### src/rtl/lgi_pkg.sv
// Package for the LED gradient interpolator.
// Holds the shared types, state encoding and constants; no dependencies.
package lgi_pkg;

    localparam int LED_COUNT = 64;      // number of LED bins in the strip
    localparam int FILL_W    = 7;       // fill count width, holds 0 up to 64
    localparam int BIN_W     = 6;       // width of a bin index
    localparam int CHAN_W    = 8;       // width of one color channel
    localparam int DATA_W    = 40;      // packed tdata width, whole bytes

    // Channel 3 is red, 2 green, 1 blue, 0 alpha.
    typedef logic [3:0][CHAN_W-1:0] t_rgba;

    localparam t_rgba WHITE = '1;

    typedef enum logic [1:0] {
        S_IDLE,
        S_DIV_LOAD,
        S_DIV_WAIT,
        S_RUN
    } t_state;

    // Control from the sequencer to the channel stepper.
    typedef struct packed {
        logic              load;    // start a run at base color
        t_rgba             base;
        logic [BIN_W-1:0]  gap;     // divisor of the run, 1 for flat runs
        logic              set;     // write the step of one channel
        logic [1:0]        ch;
        logic [CHAN_W-1:0] qd;      // floor(d / gap), modulo 256
        logic [BIN_W-1:0]  rd;      // d mod gap, in 0 .. gap-1
        logic              adv;     // move to the next bin
    } t_step_ctl;

endpackage

### src/rtl/lgi_divider.sv
// Iterative restoring divider: signed 9-bit difference over a 6-bit gap.
// Gives floor quotient and non-negative remainder; uses lgi_pkg.
module lgi_divider import lgi_pkg::*; (
    input  logic                    i_clk,
    input  logic                    i_rst_n,
    input  logic                    i_start,
    input  logic signed [CHAN_W:0]  i_num,
    input  logic [BIN_W-1:0]        i_den,
    output logic                    o_done,
    output logic [CHAN_W-1:0]       o_quot,
    output logic [BIN_W-1:0]        o_rem
);

    logic              r_busy, n_busy;
    logic              r_done, n_done;
    logic [2:0]        r_cnt, n_cnt;
    logic [CHAN_W-1:0] r_quo, n_quo;
    logic [BIN_W-1:0]  r_rem, n_rem;
    logic [BIN_W-1:0]  r_den, n_den;
    logic              r_neg, n_neg;

    logic [CHAN_W:0]   w_negnum;
    logic [BIN_W:0]    w_trial;
    logic [BIN_W:0]    w_diff;
    logic              w_nz;
    logic [CHAN_W-1:0] w_qadj;

    always_comb begin
        w_negnum = (CHAN_W+1)'(0) - i_num;
        w_trial  = {r_rem, r_quo[CHAN_W-1]};
        w_diff   = w_trial - {1'b0, r_den};

        n_busy = r_busy;
        n_done = 1'b0;
        n_cnt  = r_cnt;
        n_quo  = r_quo;
        n_rem  = r_rem;
        n_den  = r_den;
        n_neg  = r_neg;

        if (i_start) begin
            n_busy = 1'b1;
            n_cnt  = '0;
            n_rem  = '0;
            n_den  = i_den;
            n_neg  = i_num[CHAN_W];
            n_quo  = i_num[CHAN_W] ? w_negnum[CHAN_W-1:0] : i_num[CHAN_W-1:0];
        end else if (r_busy) begin
            // One quotient bit per cycle, shifted in as the dividend shifts out.
            if (w_trial >= {1'b0, r_den}) begin
                n_rem = w_diff[BIN_W-1:0];
                n_quo = {r_quo[CHAN_W-2:0], 1'b1};
            end else begin
                n_rem = w_trial[BIN_W-1:0];
                n_quo = {r_quo[CHAN_W-2:0], 1'b0};
            end
            n_cnt = r_cnt + 3'd1;
            if (r_cnt == 3'd7) begin
                n_busy = 1'b0;
                n_done = 1'b1;
            end
        end
    end

    always_ff @(posedge i_clk) begin
        if (!i_rst_n) begin
            r_busy <= 1'b0;
            r_done <= 1'b0;
            r_cnt  <= '0;
        end else begin
            r_busy <= n_busy;
            r_done <= n_done;
            r_cnt  <= n_cnt;
        end
        r_quo <= n_quo;
        r_rem <= n_rem;
        r_den <= n_den;
        r_neg <= n_neg;
    end

    // A negative dividend with a remainder rounds the quotient down by one more.
    always_comb begin
        w_nz   = (r_rem != '0);
        w_qadj = r_quo + {{(CHAN_W-1){1'b0}}, w_nz};
        o_quot = r_neg ? (~w_qadj + {{(CHAN_W-1){1'b0}}, 1'b1}) : r_quo;
        o_rem  = (r_neg && w_nz) ? (r_den - r_rem) : r_rem;
        o_done = r_done;
    end

endmodule

### src/rtl/lgi_stepper.sv
// Four channel lanes that step a color by quotient and remainder each bin.
// Keeps the running color and the remainder of every channel; uses lgi_pkg.
module lgi_stepper import lgi_pkg::*; (
    input  logic      i_clk,
    input  logic      i_rst_n,
    input  t_step_ctl i_ctl,
    output t_rgba     o_color
);

    logic [3:0][CHAN_W-1:0] r_val, n_val;
    logic [3:0][CHAN_W-1:0] r_qd, n_qd;
    logic [3:0][BIN_W-1:0]  r_rd, n_rd;
    logic [3:0][BIN_W-1:0]  r_acc, n_acc;
    logic [BIN_W-1:0]       r_gap, n_gap;
    logic [3:0][BIN_W:0]    w_sum;
    logic [3:0][BIN_W:0]    w_wrap;

    always_comb begin
        n_val = r_val;
        n_qd  = r_qd;
        n_rd  = r_rd;
        n_acc = r_acc;
        n_gap = r_gap;
        for (int c = 0; c < 4; c++) begin
            w_sum[c]  = {1'b0, r_acc[c]} + {1'b0, r_rd[c]};
            w_wrap[c] = w_sum[c] - {1'b0, r_gap};
        end
        if (i_ctl.load) begin
            n_val = i_ctl.base;
            n_qd  = '0;
            n_rd  = '0;
            n_acc = '0;
            n_gap = i_ctl.gap;
        end else if (i_ctl.set) begin
            n_qd[i_ctl.ch] = i_ctl.qd;
            n_rd[i_ctl.ch] = i_ctl.rd;
        end else if (i_ctl.adv) begin
            // The remainder carries one extra unit into the color when it wraps.
            for (int c = 0; c < 4; c++) begin
                if (w_sum[c] >= {1'b0, r_gap}) begin
                    n_acc[c] = w_wrap[c][BIN_W-1:0];
                    n_val[c] = r_val[c] + r_qd[c] + {{(CHAN_W-1){1'b0}}, 1'b1};
                end else begin
                    n_acc[c] = w_sum[c][BIN_W-1:0];
                    n_val[c] = r_val[c] + r_qd[c];
                end
            end
        end
    end

    always_ff @(posedge i_clk) begin
        if (!i_rst_n) begin
            r_gap <= {{(BIN_W-1){1'b0}}, 1'b1};
        end else begin
            r_gap <= n_gap;
        end
        r_val <= n_val;
        r_qd  <= n_qd;
        r_rd  <= n_rd;
        r_acc <= n_acc;
    end

    assign o_color = r_val;

endmodule

### src/rtl/led_gradient_interpolator.sv
// LED gradient interpolator: keyframes in, one RGBA color per LED bin out.
// A flat run (first keyframe or finish) goes from idle straight to the run state.
// An interpolated run first divides each channel difference by the gap on the shared
// divider, one channel after another, before its first bin. Bins then leave at one
// per cycle while the receiver is ready; a new keyframe is taken once its run has ended.
// Reset (synchronous, active low) clears the fill count and sets the last color to white.
module led_gradient_interpolator import lgi_pkg::*; (
    input  logic              i_clk,
    input  logic              i_rst_n,
    input  logic              i_s_tvalid,
    output logic              o_s_tready,
    input  logic [DATA_W-1:0] i_s_tdata,  // key_index, key_red, key_green, key_blue, key_alpha
    input  logic [0:0]        i_s_tuser,  // func
    output logic              o_m_tvalid,
    input  logic              i_m_tready,
    output logic [DATA_W-1:0] o_m_tdata,  // bin_index, out_red, out_green, out_blue, out_alpha
    output logic              o_m_tlast   // run_last
);

    t_state              r_state, n_state;
    logic [FILL_W-1:0]   r_filled, n_filled;
    t_rgba               r_prev, n_prev;
    logic                r_seen, n_seen;
    logic [FILL_W-1:0]   r_bin, n_bin;
    logic [FILL_W-1:0]   r_end, n_end;
    logic [1:0]          r_ch, n_ch;
    logic [BIN_W-1:0]    r_gap, n_gap;
    t_rgba               r_key, n_key;
    t_rgba               r_base, n_base;
    logic                r_out_valid, n_out_valid;
    logic [DATA_W-1:0]   r_out_data, n_out_data;
    logic                r_out_last, n_out_last;

    logic                w_fire;
    logic                w_emit;
    logic [BIN_W-1:0]    w_idx;
    t_rgba               w_key;
    logic [FILL_W-1:0]   w_idx_ext;
    logic [FILL_W-1:0]   w_idx_inc;
    logic [FILL_W-1:0]   w_led;
    logic [FILL_W-1:0]   w_bin_inc;
    logic                w_last;
    logic signed [CHAN_W:0] w_num;
    logic                w_div_start;
    logic                w_div_done;
    logic [CHAN_W-1:0]   w_div_quot;
    logic [BIN_W-1:0]    w_div_rem;
    t_step_ctl           w_ctl;
    t_rgba               w_color;

    assign w_idx     = i_s_tdata[5:0];
    assign w_key     = {i_s_tdata[13:6], i_s_tdata[21:14], i_s_tdata[29:22], i_s_tdata[37:30]};
    assign w_idx_ext = {1'b0, w_idx};
    assign w_idx_inc = w_idx_ext + {{(FILL_W-1){1'b0}}, 1'b1};
    assign w_led     = FILL_W'(LED_COUNT);
    assign w_bin_inc = r_bin + {{(FILL_W-1){1'b0}}, 1'b1};
    assign w_last    = (w_bin_inc == r_end);
    assign w_num     = $signed({1'b0, r_key[r_ch]}) - $signed({1'b0, r_base[r_ch]});

    assign o_s_tready = (r_state == S_IDLE);
    assign w_fire     = i_s_tvalid && o_s_tready;
    assign w_emit     = (r_state == S_RUN) && (!r_out_valid || i_m_tready);

    always_comb begin
        n_state     = r_state;
        n_filled    = r_filled;
        n_prev      = r_prev;
        n_seen      = r_seen;
        n_bin       = r_bin;
        n_end       = r_end;
        n_ch        = r_ch;
        n_gap       = r_gap;
        n_key       = r_key;
        n_base      = r_base;
        n_out_valid = r_out_valid;
        n_out_data  = r_out_data;
        n_out_last  = r_out_last;
        w_div_start = 1'b0;
        w_ctl       = '0;

        if (r_out_valid && i_m_tready) begin
            n_out_valid = 1'b0;
        end

        case (r_state)
            S_IDLE: begin
                if (w_fire) begin
                    n_key    = w_key;
                    n_base   = r_prev;
                    w_ctl.gap = {{(BIN_W-1){1'b0}}, 1'b1};
                    if (i_s_tuser[0]) begin
                        // Finish: pad with the last color, then start over.
                        w_ctl.load = 1'b1;
                        w_ctl.base = r_prev;
                        n_bin      = r_filled;
                        n_end      = w_led;
                        n_state    = (r_filled < w_led) ? S_RUN : S_IDLE;
                        n_filled   = '0;
                        n_prev     = WHITE;
                        n_seen     = 1'b0;
                    end else if (!r_seen) begin
                        w_ctl.load = 1'b1;
                        w_ctl.base = w_key;
                        n_bin      = '0;
                        n_end      = (w_idx_inc < w_led) ? w_idx_inc : w_led;
                        n_state    = S_RUN;
                        n_filled   = w_idx_inc;
                        n_prev     = w_key;
                        n_seen     = 1'b1;
                    end else begin
                        n_prev = w_key;
                        // An index at or below the fill count only updates the color.
                        if (w_idx_ext > r_filled) begin
                            n_gap      = w_idx - r_filled[BIN_W-1:0];
                            w_ctl.load = 1'b1;
                            w_ctl.base = r_prev;
                            w_ctl.gap  = n_gap;
                            n_bin      = r_filled;
                            n_end      = (w_idx_ext < w_led) ? w_idx_ext : w_led;
                            n_filled   = w_idx_ext;
                            n_ch       = '0;
                            n_state    = (r_filled < n_end) ? S_DIV_LOAD : S_IDLE;
                        end
                    end
                end
            end
            S_DIV_LOAD: begin
                w_div_start = 1'b1;
                n_state     = S_DIV_WAIT;
            end
            S_DIV_WAIT: begin
                if (w_div_done) begin
                    w_ctl.set = 1'b1;
                    w_ctl.ch  = r_ch;
                    w_ctl.qd  = w_div_quot;
                    w_ctl.rd  = w_div_rem;
                    if (r_ch == 2'd3) begin
                        n_state = S_RUN;
                    end else begin
                        n_ch    = r_ch + 2'd1;
                        n_state = S_DIV_LOAD;
                    end
                end
            end
            S_RUN: begin
                if (w_emit) begin
                    n_out_valid = 1'b1;
                    n_out_data  = {2'b00, w_color[0], w_color[1], w_color[2], w_color[3],
                                   r_bin[BIN_W-1:0]};
                    n_out_last  = w_last;
                    w_ctl.adv   = 1'b1;
                    n_bin       = w_bin_inc;
                    if (w_last) begin
                        n_state = S_IDLE;
                    end
                end
            end
            default: begin
                n_state = S_IDLE;
            end
        endcase
    end

    always_ff @(posedge i_clk) begin
        if (!i_rst_n) begin
            r_state     <= S_IDLE;
            r_filled    <= '0;
            r_prev      <= WHITE;
            r_seen      <= 1'b0;
            r_out_valid <= 1'b0;
            r_ch        <= '0;
        end else begin
            r_state     <= n_state;
            r_filled    <= n_filled;
            r_prev      <= n_prev;
            r_seen      <= n_seen;
            r_out_valid <= n_out_valid;
            r_ch        <= n_ch;
        end
        r_bin      <= n_bin;
        r_end      <= n_end;
        r_gap      <= n_gap;
        r_key      <= n_key;
        r_base     <= n_base;
        r_out_data <= n_out_data;
        r_out_last <= n_out_last;
    end

    lgi_divider u_divider (
        .i_clk   (i_clk),
        .i_rst_n (i_rst_n),
        .i_start (w_div_start),
        .i_num   (w_num),
        .i_den   (r_gap),
        .o_done  (w_div_done),
        .o_quot  (w_div_quot),
        .o_rem   (w_div_rem)
    );

    lgi_stepper u_stepper (
        .i_clk   (i_clk),
        .i_rst_n (i_rst_n),
        .i_ctl   (w_ctl),
        .o_color (w_color)
    );

    assign o_m_tvalid = r_out_valid;
    assign o_m_tdata  = r_out_data;
    assign o_m_tlast  = r_out_last;

`ifndef NO_ASSERTIONS
    a_run_in_range: assert property (@(posedge i_clk) disable iff (!i_rst_n)
        (r_state == S_RUN) |-> (r_bin < r_end))
        else $error("run bin has passed the end of its run");

    a_bin_on_strip: assert property (@(posedge i_clk) disable iff (!i_rst_n)
        o_m_tvalid |-> (o_m_tdata[5:0] < w_led[BIN_W:0]))
        else $error("emitted bin lies beyond the strip");

    a_div_done_wait: assert property (@(posedge i_clk) disable iff (!i_rst_n)
        w_div_done |-> (r_state == S_DIV_WAIT))
        else $error("divider finished outside the wait state");

    a_div_gap: assert property (@(posedge i_clk) disable iff (!i_rst_n)
        ((r_state == S_DIV_LOAD) || (r_state == S_DIV_WAIT)) |-> (r_gap != '0))
        else $error("division set up with a zero gap");

    a_finish_clears: assert property (@(posedge i_clk) disable iff (!i_rst_n)
        (w_fire && i_s_tuser[0]) |=> (!r_seen && (r_filled == '0)))
        else $error("finish did not restart the strip");
`endif

endmodule

### config.mk
export PLATFORM = sky130hd
export DESIGN_NAME = led_gradient_interpolator
export DESIGN_NICKNAME = d
export VERILOG_FILES = /design/src/rtl/lgi_pkg.sv /design/src/rtl/lgi_divider.sv /design/src/rtl/lgi_stepper.sv /design/src/rtl/led_gradient_interpolator.sv
export SDC_FILE = /design/constraint.sdc
export NUM_CORES = 1
export LEC_CHECK = 0
export BUFFER_PORTS_ARGS = -buffer_cell sky130_fd_sc_hd__buf_2
export CAP_MARGIN = 20
export CORE_MARGIN = 2
export CORE_UTILIZATION = 56
export DETAILED_ROUTE_END_ITERATION = 6
export MAX_ROUTING_LAYER = met4
export PLACE_DENSITY = 0.86
export SYNTH_ARGS = -nofsm -noshare
export SYNTH_HDL_FRONTEND = slang
export SYNTH_SLANG_ARGS = --single-unit
### constraint.sdc
create_clock -name i_clk -period 3.2 [get_ports i_clk]
set_input_delay 0.32 -clock i_clk [delete_from_list [all_inputs] [get_ports i_clk]]
set_output_delay 0.32 -clock i_clk [all_outputs]
set_load 0.01 [all_outputs]
==> flow_summary.yaml <==
outcome:
  status: "complete, but fails checks"
  violations: "negative setup slack"
yosys:
  ys_seq_area_share_pct: 45.8
  synthFlopType: "edfxtp_1"
  yosys.area_share.simple_pct: 13.5
  synthCells: 1722
  yosys-top-cells-area: "edfxtp_1 (29%), dfxtp_1 (16%), ha_1 (8.7%)"
  yosysWarnings: 0
  synth_edf_count: 170
  syn_avg_cell_area_um2: 10.1
  synth_fa_ha_area_share_pct: 10.5
  syn-cell-area_um2: 17400
  ys_types: 85
  synth-xor-area-share_pct: 5.65
  synthDominantCellAreaShare_pct: 29.4
  synth_compound_area_share_pct: 17.2
  synthArstFlopShare_pct: 0
  synth_top_family_by_area: "compound AO/OA/AOI/OAI gates"
  synth_area_leader_cell: "edfxtp_1"
  ys_seq_elements: 312
  synth_mux_area_share_pct: 2.84
cts:
  clock_path_buffers: 3
  cts_max_level: 2
  root_buffer: "clkbuf_16"
  cts_tree: "yes"
  clk_pin_slew_worst_paths_ns: 0.06
  cts_buffers: 34
  cts.sink_count: 312
  insertion_delay_ns: 0.53
die:
  die_height_um: 180
  io_pins: 88
  dieArea_um2: 32400
  start_util_pct: 56.7
  core_area_um2: 30600
  fp.dieW_um: 180
  rows: 64
cells_and_area:
  mostFrequentLayoutCell: "edfxtp_1"
  area_delta_synth_final_pct: 21.2
  layout_common_cells: "edfxtp_1 (170), nor2_1 (145), nand2_1 (138)"
  regArea_um2: 7970
  final_cell_area_um2: 21000
  multi_input_area_um2: 9350
  nFillCells: 2039
  nets: 2094
  fin_cells: 2335
  drive_gt1_share_pct: 23.3
  n_antenna_cell: 0
global_route:
  grt_overflow: 0
  track_usage_pct: 30.5
  grt_pass1_vias: 14400
  grt_pass1_wl_um: 76800
  antenna_found_initial: 0
  grt_max_degree: 104
placed_design:
  place_inst: 2230
  portBuffers: 83
  routabilityCongestion: 0.944
  hpwl_um: 33300
  place_area_um2: 18800
worst_setup_path:
  end_kind: "flop"
  cp.required_ns: 3.45
  path_max_fanout: 8
  arrival_ns: 3.59
  cp-start-kind: "flop"
  r2r_cells: 12
  crit_type: "flop to flop"
route:
  post_drt_wl_per_cell_um: 22.5
  antenna_left: 0
  first_pass_iters: 6
  drc: 0
  drt_wl_total_um: 52600
  vias: 14900
  vias_per_cell: 6.38
  drt-initial-drc-count: 1801
power:
  peakVddDrop_mv: 0.528
  leakagePower_nw: 8.22
  powerDensity_nw_per_um2: 741
sta:
  rsz0062_at_grt: "yes"
  setup_viol: 22
  fmax_ghz: 0.299
  fin_crit_sh_pct: 105
  fin_ws_ns: -0.144
  drv_slew: 0
  finalClockSkew_ns: 0.0277
  tightest_slew_ns: 0.863
  hold_violations: 0
  max-slew-margin-rel_pct: 42.1
  period_needed_ns: 3.34
hold_path:
  min_delay_path_depth: 1
  hold_class: "primary input to flop"
flow_run:
  cap_violations: 0
-- power by group --
| part | internal [mW] | switching (mW) | total (mW) |
|---|---|---|---|
| Clock | 2.35 | 1.66 | 4.01 |
| Sequential | 4.71 | 0.320 | 5.04 |
| Combinational | 2.94 | 3.61 | 6.55 |
| Total | 10.0 | 5.59 | 15.6 |
-- flip-flops by register name (all words and copies together), names as in the netlist, 8 cells and up --
name,cells
o_m_tdata,38
r_base,32
r_key,32
r_prev,32
u_stepper.o_color,32
u_stepper.r_qd,32
u_stepper.r_acc,24
u_stepper.r_rd,24
u_divider.r_quo,8
-- cell type report --
type	count	share of cell area, %
clock buffers	43	4.50
clock inverters	19	0.904
inverters	112	2.00
multi-input cells	1221	44.4
flip-flops and latches	312	37.9
well taps	396	2.36
repair buffers	232	7.90
-- per-stage QoR --
| step | TNS (ns) | hold slack, ns | worst slack, ns | utilization [%] | power [mW] |
|---|---|---|---|---|---|
| finish | -1.14 | 0.00320 | -0.144 | 68.8 | 15.6 |
| global route | -3.64 | 0.00864 | -0.198 | 68.8 | 16.2 |
| CTS | -0.142 | 0.00125 | -0.0463 | 66.5 | 14.4 |
| detailed placement | -3.28 | 0.405 | -0.218 | 61.3 | 9.85 |
| global placement | -0.547 | 0.402 | -0.0929 | 61.3 | 9.63 |
| floorplan | 0 | 0.400 | 0.0209 | - | 8.48 |
-- path summary, 6_finish.rpt --
path | slack [ns] | startpoint | end
max | -0.14 | r_ch[0]$_SDFFE_PN0P_ | u_divider.r_quo[4]$_DFFE_PP_
min | 0.003 | i_s_tdata[7] | r_key[25]$_DFFE_PP_
max reg2reg | -0.14 | r_ch[0]$_SDFFE_PN0P_ | u_divider.r_quo[4]$_DFFE_PP_
min reg2reg | 0.42 | r_gap[0]$_DFFE_PP_ | u_divider.r_den[0]$_DFFE_PP_
-- Yosys cell counts (5+ instances only) --
| cell | count |
|---|---|
| nand3_1 | 38 |
| edfxtp_1 | 170 |
| o21a_1 | 28 |
| or4_1 | 6 |
| and3_1 | 10 |
| o21bai_1 | 10 |
| nand2_1 | 142 |
| nand4_1 | 15 |
| inv_1 | 109 |
| or2_2 | 10 |
| o32ai_1 | 10 |
| clkbuf_1 | 48 |
| fa_1 | 16 |
| xor2_1 | 34 |
| o21ai_0 | 92 |
| nor2_1 | 149 |
| mux2i_1 | 11 |
| nor2b_1 | 32 |
| o22ai_1 | 8 |
| o21ai_1 | 19 |
| o211ai_1 | 16 |
| buf_4 | 5 |
| a22oi_1 | 22 |
| a21o_1 | 17 |
| a211oi_1 | 35 |
| a31oi_1 | 9 |
| mux4_2 | 16 |
| xnor2_1 | 78 |
| dfxtp_1 | 142 |
| a21oi_1 | 96 |
| ha_1 | 120 |
| o31ai_1 | 5 |
| a221oi_1 | 19 |
| buf_2 | 19 |
| nand2b_1 | 12 |
| nor3_1 | 51 |
| o31a_1 | 9 |
| a21boi_0 | 5 |
-- layer usage --
metal,wire (µm),vias up,global-route usage [%]
met5,0,-,-
li1,-,6653,-
met2,24700,894,49.0
met1,19900,7090,37.0
met3,4760,255,6.02
met4,3190,0,15.2
-- worst max-delay path, cell delays in order, from the launching register on --
cell	delay, ns
dfxtp_4	0.39
buf_12	0.12
mux4_2	0.55
buf_4	0.17
fa_2	0.42
a21oi_4	0.19
buf_4	0.13
o211ai_1	0.11
a31oi_2	0.23
buf_4	0.20
o21ai_0	0.14
xnor2_1	0.27
o21ai_0	0.15
-- cell families (layout without fill, tap and decap cells) --
family	count (synthesis)	count (layout)
compound gates	445	445
xor+xnor	112	112
fa+ha+maj	136	136
buf+inv	192	406
flops	312	312
mux	29	29
other cells	1	2
simple gates	495	497
-- repair_timing --
item,CTS,global route
gates cloned,2,1
endpoints found under the setup margin,47,72
setup buffers,15,21
hold endpoints to repair,4,0
pin swaps,35,86
resized for setup,62,98
hold buffers,4,0
Note: power is estimated with default switching activity, not from simulation.
